==> src/hdl/chs_pkg.sv <==
// Shared types, constants and helpers for the chained hash set engine.
// No dependencies; every other file refers to it by scoped names.
package chs_pkg;

  localparam int BUCKETS   = 2048;
  localparam int WAYS      = 4;
  localparam int KEY_CHARS = 6;
  localparam int KEY_W     = 48;
  localparam int BKT_W     = $clog2(BUCKETS);
  localparam int CNT_W     = 12;
  localparam int FILL_W    = $clog2(WAYS + 1);
  localparam int WAY_W     = (WAYS > 1) ? $clog2(WAYS) : 1;
  localparam int CHR_W     = $clog2(KEY_CHARS + 1);
  localparam int RED_STEPS = 6;               // quotient of one Horner step stays below 64
  localparam int ACC_W     = CNT_W + RED_STEPS;
  localparam logic [CNT_W-1:0] CNT_RESET = CNT_W'(1500);

  localparam logic [1:0] MODE_FIND   = 2'd0;
  localparam logic [1:0] MODE_INSERT = 2'd1;
  localparam logic [1:0] MODE_ERASE  = 2'd2;

  localparam logic [2:0] ST_INSERTED  = 3'd0;
  localparam logic [2:0] ST_DUPLICATE = 3'd1;
  localparam logic [2:0] ST_FOUND     = 3'd2;
  localparam logic [2:0] ST_NOT_FOUND = 3'd3;
  localparam logic [2:0] ST_ERASED    = 3'd4;
  localparam logic [2:0] ST_FULL      = 3'd5;

  typedef struct packed {
    logic [1:0]       mode;
    logic [KEY_W-1:0] key_chars;
  } in_item_t;

  typedef struct packed {
    logic [2:0]        status;
    logic [BKT_W-1:0]  bucket_index;
    logic [FILL_W-1:0] bucket_fill;
  } out_item_t;

  typedef struct packed {
    logic [1:0]       mode;
    logic [KEY_W-1:0] key_chars;
    logic [BKT_W-1:0] bucket;
  } job_t;

  function automatic logic [5:0] char_worth(input logic [7:0] c);
    logic [5:0] w;
    w = 6'd0;
    if (c >= 8'h30 && c <= 8'h39) w = 6'(c - 8'h30);
    else if (c >= 8'h41 && c <= 8'h5A) w = 6'(c - 8'h41 + 8'd10);
    return w;
  endfunction

endpackage

==> src/hdl/chs_queue.sv <==
// Two-entry job queue between front end and back end.
// Depends on chs_pkg for the job type.
module chs_queue (
  input  logic          clk,
  input  logic          rst_n,
  input  logic          push,
  input  chs_pkg::job_t push_job,
  input  logic          pop,
  output chs_pkg::job_t head,
  output logic          empty,
  output logic          full
);

  chs_pkg::job_t slot_r [2];
  logic          wp_r;
  logic          rp_r;
  logic [1:0]    cnt_r;

  always_ff @(posedge clk) begin
    if (!rst_n) begin
      wp_r  <= 1'b0;
      rp_r  <= 1'b0;
      cnt_r <= 2'd0;
    end else begin
      if (push) begin
        slot_r[wp_r] <= push_job;
        wp_r         <= ~wp_r;
      end
      if (pop) rp_r <= ~rp_r;
      cnt_r <= cnt_r + 2'(push) - 2'(pop);
    end
  end

  assign head  = slot_r[rp_r];
  assign empty = (cnt_r == 2'd0);
  assign full  = (cnt_r == 2'd2);

endmodule

==> config.mk <==
export PLATFORM = sky130hd
export DESIGN_NAME = chs_queue
export DESIGN_NICKNAME = d
export VERILOG_FILES = /design/src/hdl/chs_pkg.sv /design/src/hdl/chs_queue.sv
export SDC_FILE = /design/constraint.sdc
export NUM_CORES = 1
export LEC_CHECK = 0
export BUFFER_PORTS_ARGS = -buffer_cell sky130_fd_sc_hd__buf_2
export CAP_MARGIN = 25
export CORE_MARGIN = 2
export CORE_UTILIZATION = 47
export CTS_BUF_LIST = sky130_fd_sc_hd__clkbuf_16
export CTS_CLUSTER_DIAMETER = 80
export DETAILED_ROUTE_END_ITERATION = 8
export PLACE_DENSITY = 0.83
export SETUP_SLACK_MARGIN = 0.3
export SYNTH_ARGS = -nofsm -noshare
export SYNTH_HDL_FRONTEND = slang
export SYNTH_SLANG_ARGS = --single-unit
==> constraint.sdc <==
create_clock -name clk -period 3.5 [get_ports clk]
set_input_delay 0.35 -clock clk [delete_from_list [all_inputs] [get_ports clk]]
set_output_delay 0.35 -clock clk [all_outputs]
set_load 0.01 [all_outputs]
==> impl_metrics.tcl <==
set metrics [dict create \
    die_area_mm2 0.0113 \
    cts_sinks 127 \
    routed_wl_um 8090 \
    arrival_ns 2.01 \
    synth_top_family_by_area "multiplexers" \
    synth_mux_area_share_pct 18.5 \
    crit_type "reg2out" \
    fin_skew_ns 0.0117 \
    cts_tree "yes" \
    place.detailed.hpwl_um 5400 \
    cp-end-kind "primary output" \
    min_from "push_job[45]" \
    synth-compound-area-share_pct 0 \
    ant_nets 0 \
    cts_root_buf "clkbuf_16" \
    synth_edf_count 122 \
    ys_warn_count 0 \
    stdcell_area_mm2 0.00620 \
    synth_fa_ha_area_share_pct 0.507 \
    areaGrowthSynthToFinish_pct 25.7 \
    fin_cells 502 \
    antenna_found_initial 0 \
    max_slew_margin_pct 57.0 \
    ys_ff_latch 127 \
    yosysTopAreaCell "edfxtp_1" \
    die-width_um 106 \
    hold_depth 1 \
    place_area_mm2 0.00567 \
    vdd_drop_max_v 0.000292 \
    maxSlewViolCount 0 \
    min_period_ns 2.36 \
    ff2ff_path_depth 2 \
    final_layout_size_suffix_gt1_share_pct 60.4 \
    synth.most_common_cell "edfxtp_1" \
    synth_nets 279 \
    r2r_setup_slack_ns 1.70 \
    worstReg2RegStart "wp_r" \
    p_per_area_mw_per_mm2 598 \
    ys_seq_area_share_pct 76.3 \
    worst_pin_slew_ns 0.646 \
    rows 37 \
    grt_max_degree 33 \
    dr.pass1.iters 4 \
    synth_xor_area_share_pct 0.811 \
    die_height_um 106 \
    critPathLaunchType "register" \
    syn_inst 212 \
    synthesis.area_mm2 0.00493 \
    htreeDepth 4 \
    synth.avg_cell_area_um2 23.3 \
    setup_viol 0 \
    hold_end "slot_r[0][45]" \
    yosysTopAreaCellShare_pct 74.2 \
    regToRegEndpoint "slot_r[1][28]" \
    synthTopCellsByArea "edfxtp_1 (74%), mux2_4 (18%), buf_12 (2.4%), dfxtp_1 (2.0%), and2_1 (0.51%)" \
    synth_ff_type "edfxtp_1" \
    grt_pass1_wl_um 12500 \
    start_util_pct 48.0 \
    synth.top_cells.by_count "edfxtp_1 (122), mux2_4 (60), buf_12 (6)" \
    cp_max_fo 32 \
    wl_per_cell_um 16.1 \
    async_flop_share_pct 0 \
    ios 128 \
    hold_viol 0 \
    min_period_over_period_pct 67.4 \
    postCtsHoldBufs 0 \
    grt_overflow 0 \
    leakagePower_uw 0.00250 \
    clock_path_buffers 2 \
    first_iter_violations 102 \
    rsz0062_at_grt "no" \
    yosys.area_share.simple_pct 1.12 \
    cts_buffers 17 \
    grt_pass1_vias 2539 \
    core_area_mm2 0.0103 \
    fill_cells 765 \
    hold_ws_ns 0.129 \
    final_nets 423 \
    critPathRequiredTime_ns 3.15 \
    synth_cell_types 15 \
    drc 0 \
    hold_class "in2reg" \
    ctsResizeCount 0 \
    routed_via_density 4.73 \
    tns_ns 0 \
    status "finished clean" \
    antenna_cells 0 \
    max_cap_violations 0 \
    track_usage_pct 15.1 \
    dr_total_vias 2376 \
    finalPower_uw 3710 \
    path_clk_slew_ns 0.05 \
    dp_cells 473 \
    gp_congestion 0.665 \
    worstSkewPairLatency_ns 0.40 \
    cts_setup_buffers 0 \
    io_buffers 127 \
    fmax_ghz 0.424 \
]
[kinds of logic after synthesis]
family        Yosys count
xor+xnor                3
fa+ha+maj               2
buf+inv                 9
flops                 127
mux                    61
simple gates           10
[flip-flops by register name, summed over array words and instances (netlist names), named ones only]
name,cells
slot_r,122
cnt_r,2
rp_r,1
wp_r,1
[worst max path at each step]
stage             start           end  depth (start not counted)
2_1_floorplan     rst_n  slot_r[0][0]                          2
3_3_place_gp   register      head[60]                          3
3_5_place_dp   register      head[60]                          3
4_1_cts        register      head[60]                          3
5_1_grt        register      head[60]                          3
6_report       register      head[60]                          3
[power by group]
group	internal (uW)	leakage, uW	switching (uW)	total [uW]
clock network	1010	0.000275	561	1570
registers	1740	0.00116	40.7	1780
logic	200	0.00106	154	355
total	2950	0.00250	756	3710
[final cells by class]
class / instances / area [um2] / area share, %
Clock buffer: 17 / 425 / 6.86
Clock inverter: 12 / 108 / 1.73
Inverter: 2 / 7.51 / 0.121
Multi-Input combinational cell: 76 / 1040 / 16.8
Sequential cell: 127 / 3770 / 60.7
Tap cell: 136 / 170 / 2.74
Timing Repair Buffer: 132 / 686 / 11.1
[layer usage]
metal / vias up / wire (um) / track usage, %
met2: 89 / 4150 / 25.0
met4: 0 / 80 / 6.68
met1: 1163 / 3280 / 17.0
li1: 1118 / - / -
met3: 6 / 573 / 6.62
met5: - / 0 / 0
[critical path, stage by stage, from the launching register on]
cell and delay (ns):
dfxtp_4 0.75, buf_12 0.31, mux2_2 0.36, buf_2 0.14
[per-stage QoR]
| step | utilization [%] | setup WS (ns) |
|---|---|---|
| finish | 60.4 | 1.14 |
| CTS | 60.4 | 1.11 |
| global route | 60.4 | 1.04 |
| floorplan | - | 1.10 |
| detailed placement | 55.2 | 1.55 |
| global placement | 55.2 | 1.55 |
[layout by cell type (no fill, tap or decap)]
cell type,instances
buf_2,127
edfxtp_1,122
mux2_4,60
clkbuf_16,17
inv_1,5
clkinv_2,5
and2_1,4
dfxtp_1,4
buf_4,4
nor2b_1,2
xor2_1,2
ha_1,2
bufinv_16,2
mux2_2,1
and3_2,1
nor2_1,1
nand2_1,1
nor2_4,1
xnor3_1,1
dfxtp_4,1
clkinvlp_4,1
clkinv_1,1
buf_12,1
(Power assumes the default switching activity.)
