**config.mk**
```make
export PLATFORM = sky130hd
export DESIGN_NAME = chs_front
export DESIGN_NICKNAME = d
export VERILOG_FILES = /design/src/hdl/chs_pkg.sv /design/src/hdl/chs_front.sv
export SDC_FILE = /design/constraint.sdc
export NUM_CORES = 1
export LEC_CHECK = 0
export ABC_AREA = 1
export BUFFER_PORTS_ARGS = -buffer_cell sky130_fd_sc_hd__buf_2
export CAP_MARGIN = 5
export CORE_AREA = 2 2 147 149
export DETAILED_ROUTE_END_ITERATION = 16
export DIE_AREA = 0 0 149 151
export PLACE_DENSITY = 0.7
export SLEW_MARGIN = 10
export SYNTH_ARGS = -nofsm -noshare
export SYNTH_HDL_FRONTEND = slang
export SYNTH_SLANG_ARGS = --single-unit
```
**constraint.sdc**
```tcl
create_clock -name clk -period 17.05 [get_ports clk]
set_input_delay 0.8525 -clock clk [delete_from_list [all_inputs] [get_ports clk]]
set_output_delay 0.8525 -clock clk [all_outputs]
set_load 0.02 [all_outputs]
```
**src/hdl/chs_pkg.sv**
```systemverilog
// Shared types, constants and helpers for the chained hash set engine.
// No dependencies; every other file refers to it by scoped names.
package chs_pkg;

  localparam int BUCKETS   = 2048;
  localparam int WAYS      = 4;
  localparam int KEY_CHARS = 6;
  localparam int KEY_W     = 48;
  localparam int BKT_W     = $clog2(BUCKETS);
  localparam int CNT_W     = 12;
  localparam int FILL_W    = $clog2(WAYS + 1);
  localparam int WAY_W     = (WAYS > 1) ? $clog2(WAYS) : 1;
  localparam int CHR_W     = $clog2(KEY_CHARS + 1);
  localparam int RED_STEPS = 6;               // quotient of one Horner step stays below 64
  localparam int ACC_W     = CNT_W + RED_STEPS;
  localparam logic [CNT_W-1:0] CNT_RESET = CNT_W'(1500);

  localparam logic [1:0] MODE_FIND   = 2'd0;
  localparam logic [1:0] MODE_INSERT = 2'd1;
  localparam logic [1:0] MODE_ERASE  = 2'd2;

  localparam logic [2:0] ST_INSERTED  = 3'd0;
  localparam logic [2:0] ST_DUPLICATE = 3'd1;
  localparam logic [2:0] ST_FOUND     = 3'd2;
  localparam logic [2:0] ST_NOT_FOUND = 3'd3;
  localparam logic [2:0] ST_ERASED    = 3'd4;
  localparam logic [2:0] ST_FULL      = 3'd5;

  typedef struct packed {
    logic [1:0]       mode;
    logic [KEY_W-1:0] key_chars;
  } in_item_t;

  typedef struct packed {
    logic [2:0]        status;
    logic [BKT_W-1:0]  bucket_index;
    logic [FILL_W-1:0] bucket_fill;
  } out_item_t;

  typedef struct packed {
    logic [1:0]       mode;
    logic [KEY_W-1:0] key_chars;
    logic [BKT_W-1:0] bucket;
  } job_t;

  function automatic logic [5:0] char_worth(input logic [7:0] c);
    logic [5:0] w;
    w = 6'd0;
    if (c >= 8'h30 && c <= 8'h39) w = 6'(c - 8'h30);
    else if (c >= 8'h41 && c <= 8'h5A) w = 6'(c - 8'h41 + 8'd10);
    return w;
  endfunction

endpackage

```
**src/hdl/chs_front.sv**
```systemverilog
// Front end: takes items, hashes the key one character per cycle.
// Depends on chs_pkg; hands finished jobs to chs_queue.
module chs_front (
  input  logic                      clk,
  input  logic                      rst_n,
  input  logic                      take,
  input  chs_pkg::in_item_t         item,
  input  logic [chs_pkg::CNT_W-1:0] bucket_count,
  output logic                      idle,
  output logic                      push,
  output chs_pkg::job_t             job,
  input  logic                      q_full
);

  typedef enum logic [1:0] {F_IDLE, F_HASH, F_PUSH} fstate_t;

  fstate_t                         state_r;
  logic [chs_pkg::CHR_W-1:0]       chr_r;
  logic [1:0]                      mode_r;
  logic [chs_pkg::KEY_W-1:0]       key_r;
  logic [chs_pkg::KEY_W-1:0]       shf_r;
  logic [chs_pkg::BKT_W-1:0]       h_r;
  logic [chs_pkg::BKT_W-1:0]       h_nxt;
  logic [chs_pkg::CNT_W-1:0]       m;
  logic [chs_pkg::ACC_W-1:0]       v;
  logic [chs_pkg::ACC_W-1:0]       dv;

  always_comb begin
    if (bucket_count == '0) m = chs_pkg::CNT_W'(1);
    else if (bucket_count > chs_pkg::CNT_W'(chs_pkg::BUCKETS)) m = chs_pkg::CNT_W'(chs_pkg::BUCKETS);
    else m = bucket_count;
  end

  // Horner from the last character: h = (11h + worth) mod m
  always_comb begin
    v = chs_pkg::ACC_W'(h_r) * chs_pkg::ACC_W'(11)
        + chs_pkg::ACC_W'(chs_pkg::char_worth(shf_r[7:0]));
    for (int k = chs_pkg::RED_STEPS - 1; k >= 0; k--) begin
      dv = chs_pkg::ACC_W'(m) << k;
      if (v >= dv) v = v - dv;
    end
    h_nxt = v[chs_pkg::BKT_W-1:0];
  end

  always_ff @(posedge clk) begin
    if (!rst_n) begin
      state_r <= F_IDLE;
      chr_r   <= '0;
    end else begin
      unique case (state_r)
        F_IDLE: begin
          if (take) begin
            mode_r  <= item.mode;
            key_r   <= item.key_chars;
            shf_r   <= item.key_chars;
            h_r     <= '0;
            chr_r   <= '0;
            state_r <= F_HASH;
          end
        end
        F_HASH: begin
          h_r   <= h_nxt;
          shf_r <= shf_r >> 8;
          chr_r <= chr_r + 1'b1;
          if (chr_r == chs_pkg::CHR_W'(chs_pkg::KEY_CHARS - 1)) state_r <= F_PUSH;
        end
        F_PUSH: begin
          if (!q_full) state_r <= F_IDLE;
        end
        default: state_r <= F_IDLE;
      endcase
    end
  end

  assign idle          = (state_r == F_IDLE);
  assign push          = (state_r == F_PUSH) && !q_full;
  assign job.mode      = mode_r;
  assign job.key_chars = key_r;
  assign job.bucket    = h_r;

endmodule

```
==> impl.org <==
** Yosys
- After synthesis, flip-flops and latches occupy roughly 32% of the total area.
- After technology mapping, the gate count stands at 1349.
- Among all flip-flop cells after synthesis, the most frequent one is sky130_fd_sc_hd__edfxtp_1.
- Counting flops with an async set or reset pin after synthesis yields a share of 0%.
- Synthesis instantiated 51 different standard cells from the library.
- Count of flip-flops with a built-in enable after synthesis :: 109
- In this run the cell area of the synthesized design comes to 10450 sq um.
- Yosys warnings :: 0
- Seq cells post-synth :: about 110
- Average footprint of a synthesized cell :: just under 8 sq um
- Synthesis produced a netlist with a net count of about 1600.

** CTS
- TritonCTS built the clock tree.
- Clock latency on the worst-skew pair, taken at its later pin, is 0.40 ns.
- Clock tree synthesis found a total of 114 sinks.
- The H-tree generated during clock tree synthesis spans 4 levels.
- Clock slew at reported path FFs :: 0.06 ns
- The cell sitting at the root of the clock tree is a sky130_fd_sc_hd__clkbuf_16.
- Total CTS buffers :: 17
- The clock passes through at most 2 buffers.

** Routing
- The detail route stage leaves a number of antenna-violating nets equal to 0.
- Total number of vias :: 9449
- In the final routed layout, each cell accounts on average for ~15 um.
- Drt initial violations :: approximately 700
- Average via count per standard cell :: 5.305
- WL final :: 27540 um
- In the routed design, unresolved DRC markers number 0.
- For this run, the detailed router's first-pass iteration total came to 5.

** STA
- Across all hold checks on the routed design, the worst slack comes to 0.4828 ns.
- The number of max-slew violations in the final report is 0.
- Derived from the worst setup path, the maximum achievable clock frequency is 63.32 MHz.
- Total of endpoints with negative setup slack in the final report :: 0
- The worst path needs 15.79 ns of the cycle, external delays included.
- Final WS setup :: ~1.3 ns
- On the final layout, the worst clock skew is ~0.0084 ns.
- In the finished design, the share of the clock period the worst path needs comes to 92.62%.
- Number of hold-slack violations in the final timing report :: 0
- Slew at the pin with the worst max-slew slack :: roughly 0.73 ns
- In this run the tightest slew margin relative to its limit is 51.43%.

** Worst setup path
- The startpoint identified for the worst register-to-register timing path is shf_r[0].
- Worst R2R Path Depth :: 95
- Required time reported for the critical path endpoint :: about 17 ns
- The setup path with the least slack is of type flip-flop to flip-flop.
- The largest single stage delay on the critical path is 0.47 ns.
- End of the worst register-to-register path :: h_r[3]
- Setup crit end kind :: flip-flop
- STA classifies the critical path startpoint as a flip-flop.
- Kind of cell adding the most delay to the critical path :: simple AND/OR/NAND/NOR gates
- Data arrival time at the worst-slack endpoint :: 15.95 ns
- CP bufs+invs :: 8
- Most frequent cell on the critical path :: sky130_fd_sc_hd__nand2_1
- The slowest stage of the critical path belongs to the cell sky130_fd_sc_hd__fa_1.
- The critical path ends at h_r[3].
- For flop-to-flop paths, the worst setup slack is 1.26 ns.
- Largest fanout on the critical path :: 17
- The critical path starts at shf_r[0].
- Number of gates on the worst path with buffers counted :: 95

** Hold path
- Hold WC Path Type :: flip-flop to flip-flop

** Status
- Run status :: complete, no violations

** Finish
- Area delta synth->final :: 16.00%
- FILL cells :: 1925
- The top cell types in the final layout, fill and taps aside, are sky130_fd_sc_hd__nand2_1, sky130_fd_sc_hd__inv_1, sky130_fd_sc_hd__buf_2.
- Cells with a size suffix above 1 make up 16.60% of the layout.
- At the end of the flow, the number of nets in the layout was 1694.
- Leaving out fill and tap cells, the most frequent cell in the layout is sky130_fd_sc_hd__nand2_1.
- The repair_antennas step left the layout with diodes totalling 0.

** Die
- DIE HEIGHT :: 151 um
- The die is ~150 um wide.
- Core region area :: 20820 sq um
- Die ar. :: approximately 22000 sq um
- Total I/O pin count :: 129
- For this configuration, the core starts out at a cell density of 50.19%.
- The floorplan has between 50 and 60 rows.

** Place
- Placement Setup Slack :: between 0.5 and 0.6 ns
- The HPWL after detailed placement is 20820 um.
- Gpl congestion :: 0.9650
- Quantity of I/O buffers inserted on ports :: approximately 130

** Job
- Across the run, the number of max-cap violations was 0.

** GRT
- Entering global routing, the biggest net connects between 60 and 70 pins.
- Wire length of the first global-routing pass :: 43080 um
- Via count of the first global-routing pass :: 8855
- The number of antenna violations at the first check in global routing is 1.
- Global route overflow :: 0
- All-Layer GR Usage :: 24.25%
cell type report:
cell class                      instances  area (sq um)  share of cell area, %
Inverter                              187         701.9                  5.791
Clock buffer                           19         432.9                  3.571
Sequential cell                       114          3373                  27.83
Clock inverter                         13         112.6                 0.9290
Tap cell                              275         344.1                  2.839
Timing Repair Buffer                  140         730.7                  6.028
Multi-Input combinational cell       1033          6426                  53.01
cells in the mapped netlist (8+ instances only):
cell type,number,share of area (%)
sky130_fd_sc_hd__inv_1,177,6.4
sky130_fd_sc_hd__o21ai_0,72,3.4
sky130_fd_sc_hd__inv_2,10,0.36
sky130_fd_sc_hd__nand2_1,380,14
sky130_fd_sc_hd__edfxtp_1,109,31
sky130_fd_sc_hd__ha_1,117,14
sky130_fd_sc_hd__nor2_1,107,3.8
sky130_fd_sc_hd__xnor2_1,17,1.4
sky130_fd_sc_hd__nand4_1,14,0.84
sky130_fd_sc_hd__nand2_2,12,0.72
sky130_fd_sc_hd__clkbuf_1,14,0.50
sky130_fd_sc_hd__nand3b_1,8,0.57
sky130_fd_sc_hd__fa_1,18,3.4
sky130_fd_sc_hd__a21oi_1,81,3.9
sky130_fd_sc_hd__a21o_1,9,0.65
sky130_fd_sc_hd__nand3_1,51,2.4
sky130_fd_sc_hd__a31oi_1,8,0.48
sky130_fd_sc_hd__or2_2,9,0.54
sky130_fd_sc_hd__nor3_1,14,0.67
sky130_fd_sc_hd__xor2_1,49,4.1
worst min-delay path: stages, from the launching register on:
cell and delay (ns):
sky130_fd_sc_hd__dfxtp_1 0.32, sky130_fd_sc_hd__nand2_1 0.06, sky130_fd_sc_hd__a21oi_1 0.05
worst min-delay path by stage:
stage               endpoint      from  cells past startpoint
global placement    chr_r[0]  chr_r[0]                      1
CTS                 chr_r[1]  chr_r[1]                      2
global route        chr_r[1]  chr_r[1]                      2
detailed placement  chr_r[1]  chr_r[1]                      2
floorplan           chr_r[0]  chr_r[0]                      1
finish              chr_r[1]  chr_r[1]                      2
registers in the layout, indices dropped and copies added (netlist names):
| name | cells |
|---|---|
| shf_r | 48 |
| h_r | 11 |
| chr_r | 3 |
| state_r | 2 |
| key_r | 48 |
| mode_r | 2 |
cells by family (layout without fill, tap and decap cells):
| group | count (synthesis) | count (layout) | share of synthesized area (%) |
|---|---|---|---|
| simple gates | 626 | 633 | 26.13 |
| buf+inv | 209 | 359 | 7.842 |
| compound gates | 197 | 197 | 10.57 |
| fa+ha+maj | 135 | 135 | 17.46 |
| flops | 114 | 114 | 32.28 |
| xor+xnor | 66 | 66 | 5.532 |
| mux | 2 | 2 | 0.1916 |
metal layers:
layer	up-vias	track usage [%]	wire, um	part of all wire (%)
met2	267	41.59	13070	47
li1	4765	-	-	-
met4	2	6.524	594	2.2
met5	-	0	13	0.047
met3	54	4.699	1614	5.9
met1	4361	31.47	12240	44
what timing repair did:
action / in CTS / in global routing
hold buffers: 0 / 0
setup endpoints to repair: 0 / 11
hold endpoints to repair: 0 / 0
resized for setup: 0 / 35
setup buffers: 0 / 5
through the flow:
| stage | area, sq um | util (%) | std cells | setup TNS, ns |
|---|---|---|---|---|
| after floorplan | 10450 | - | 1349 | 0 |
| after global placement | 11390 | 54.71 | 1737 | 0 |
| after detailed placement | 11390 | 54.71 | 1737 | 0 |
| after CTS | 11940 | 57.33 | 1769 | 0 |
| after global routing | 12120 | 58.21 | 1781 | -0.9640 |
| final | 12120 | 58.21 | 1781 | 0 |
Power is left out: the tool's default activity adds up to more than one toggle a clock period on the data nets, which glitch-free logic cannot reach.
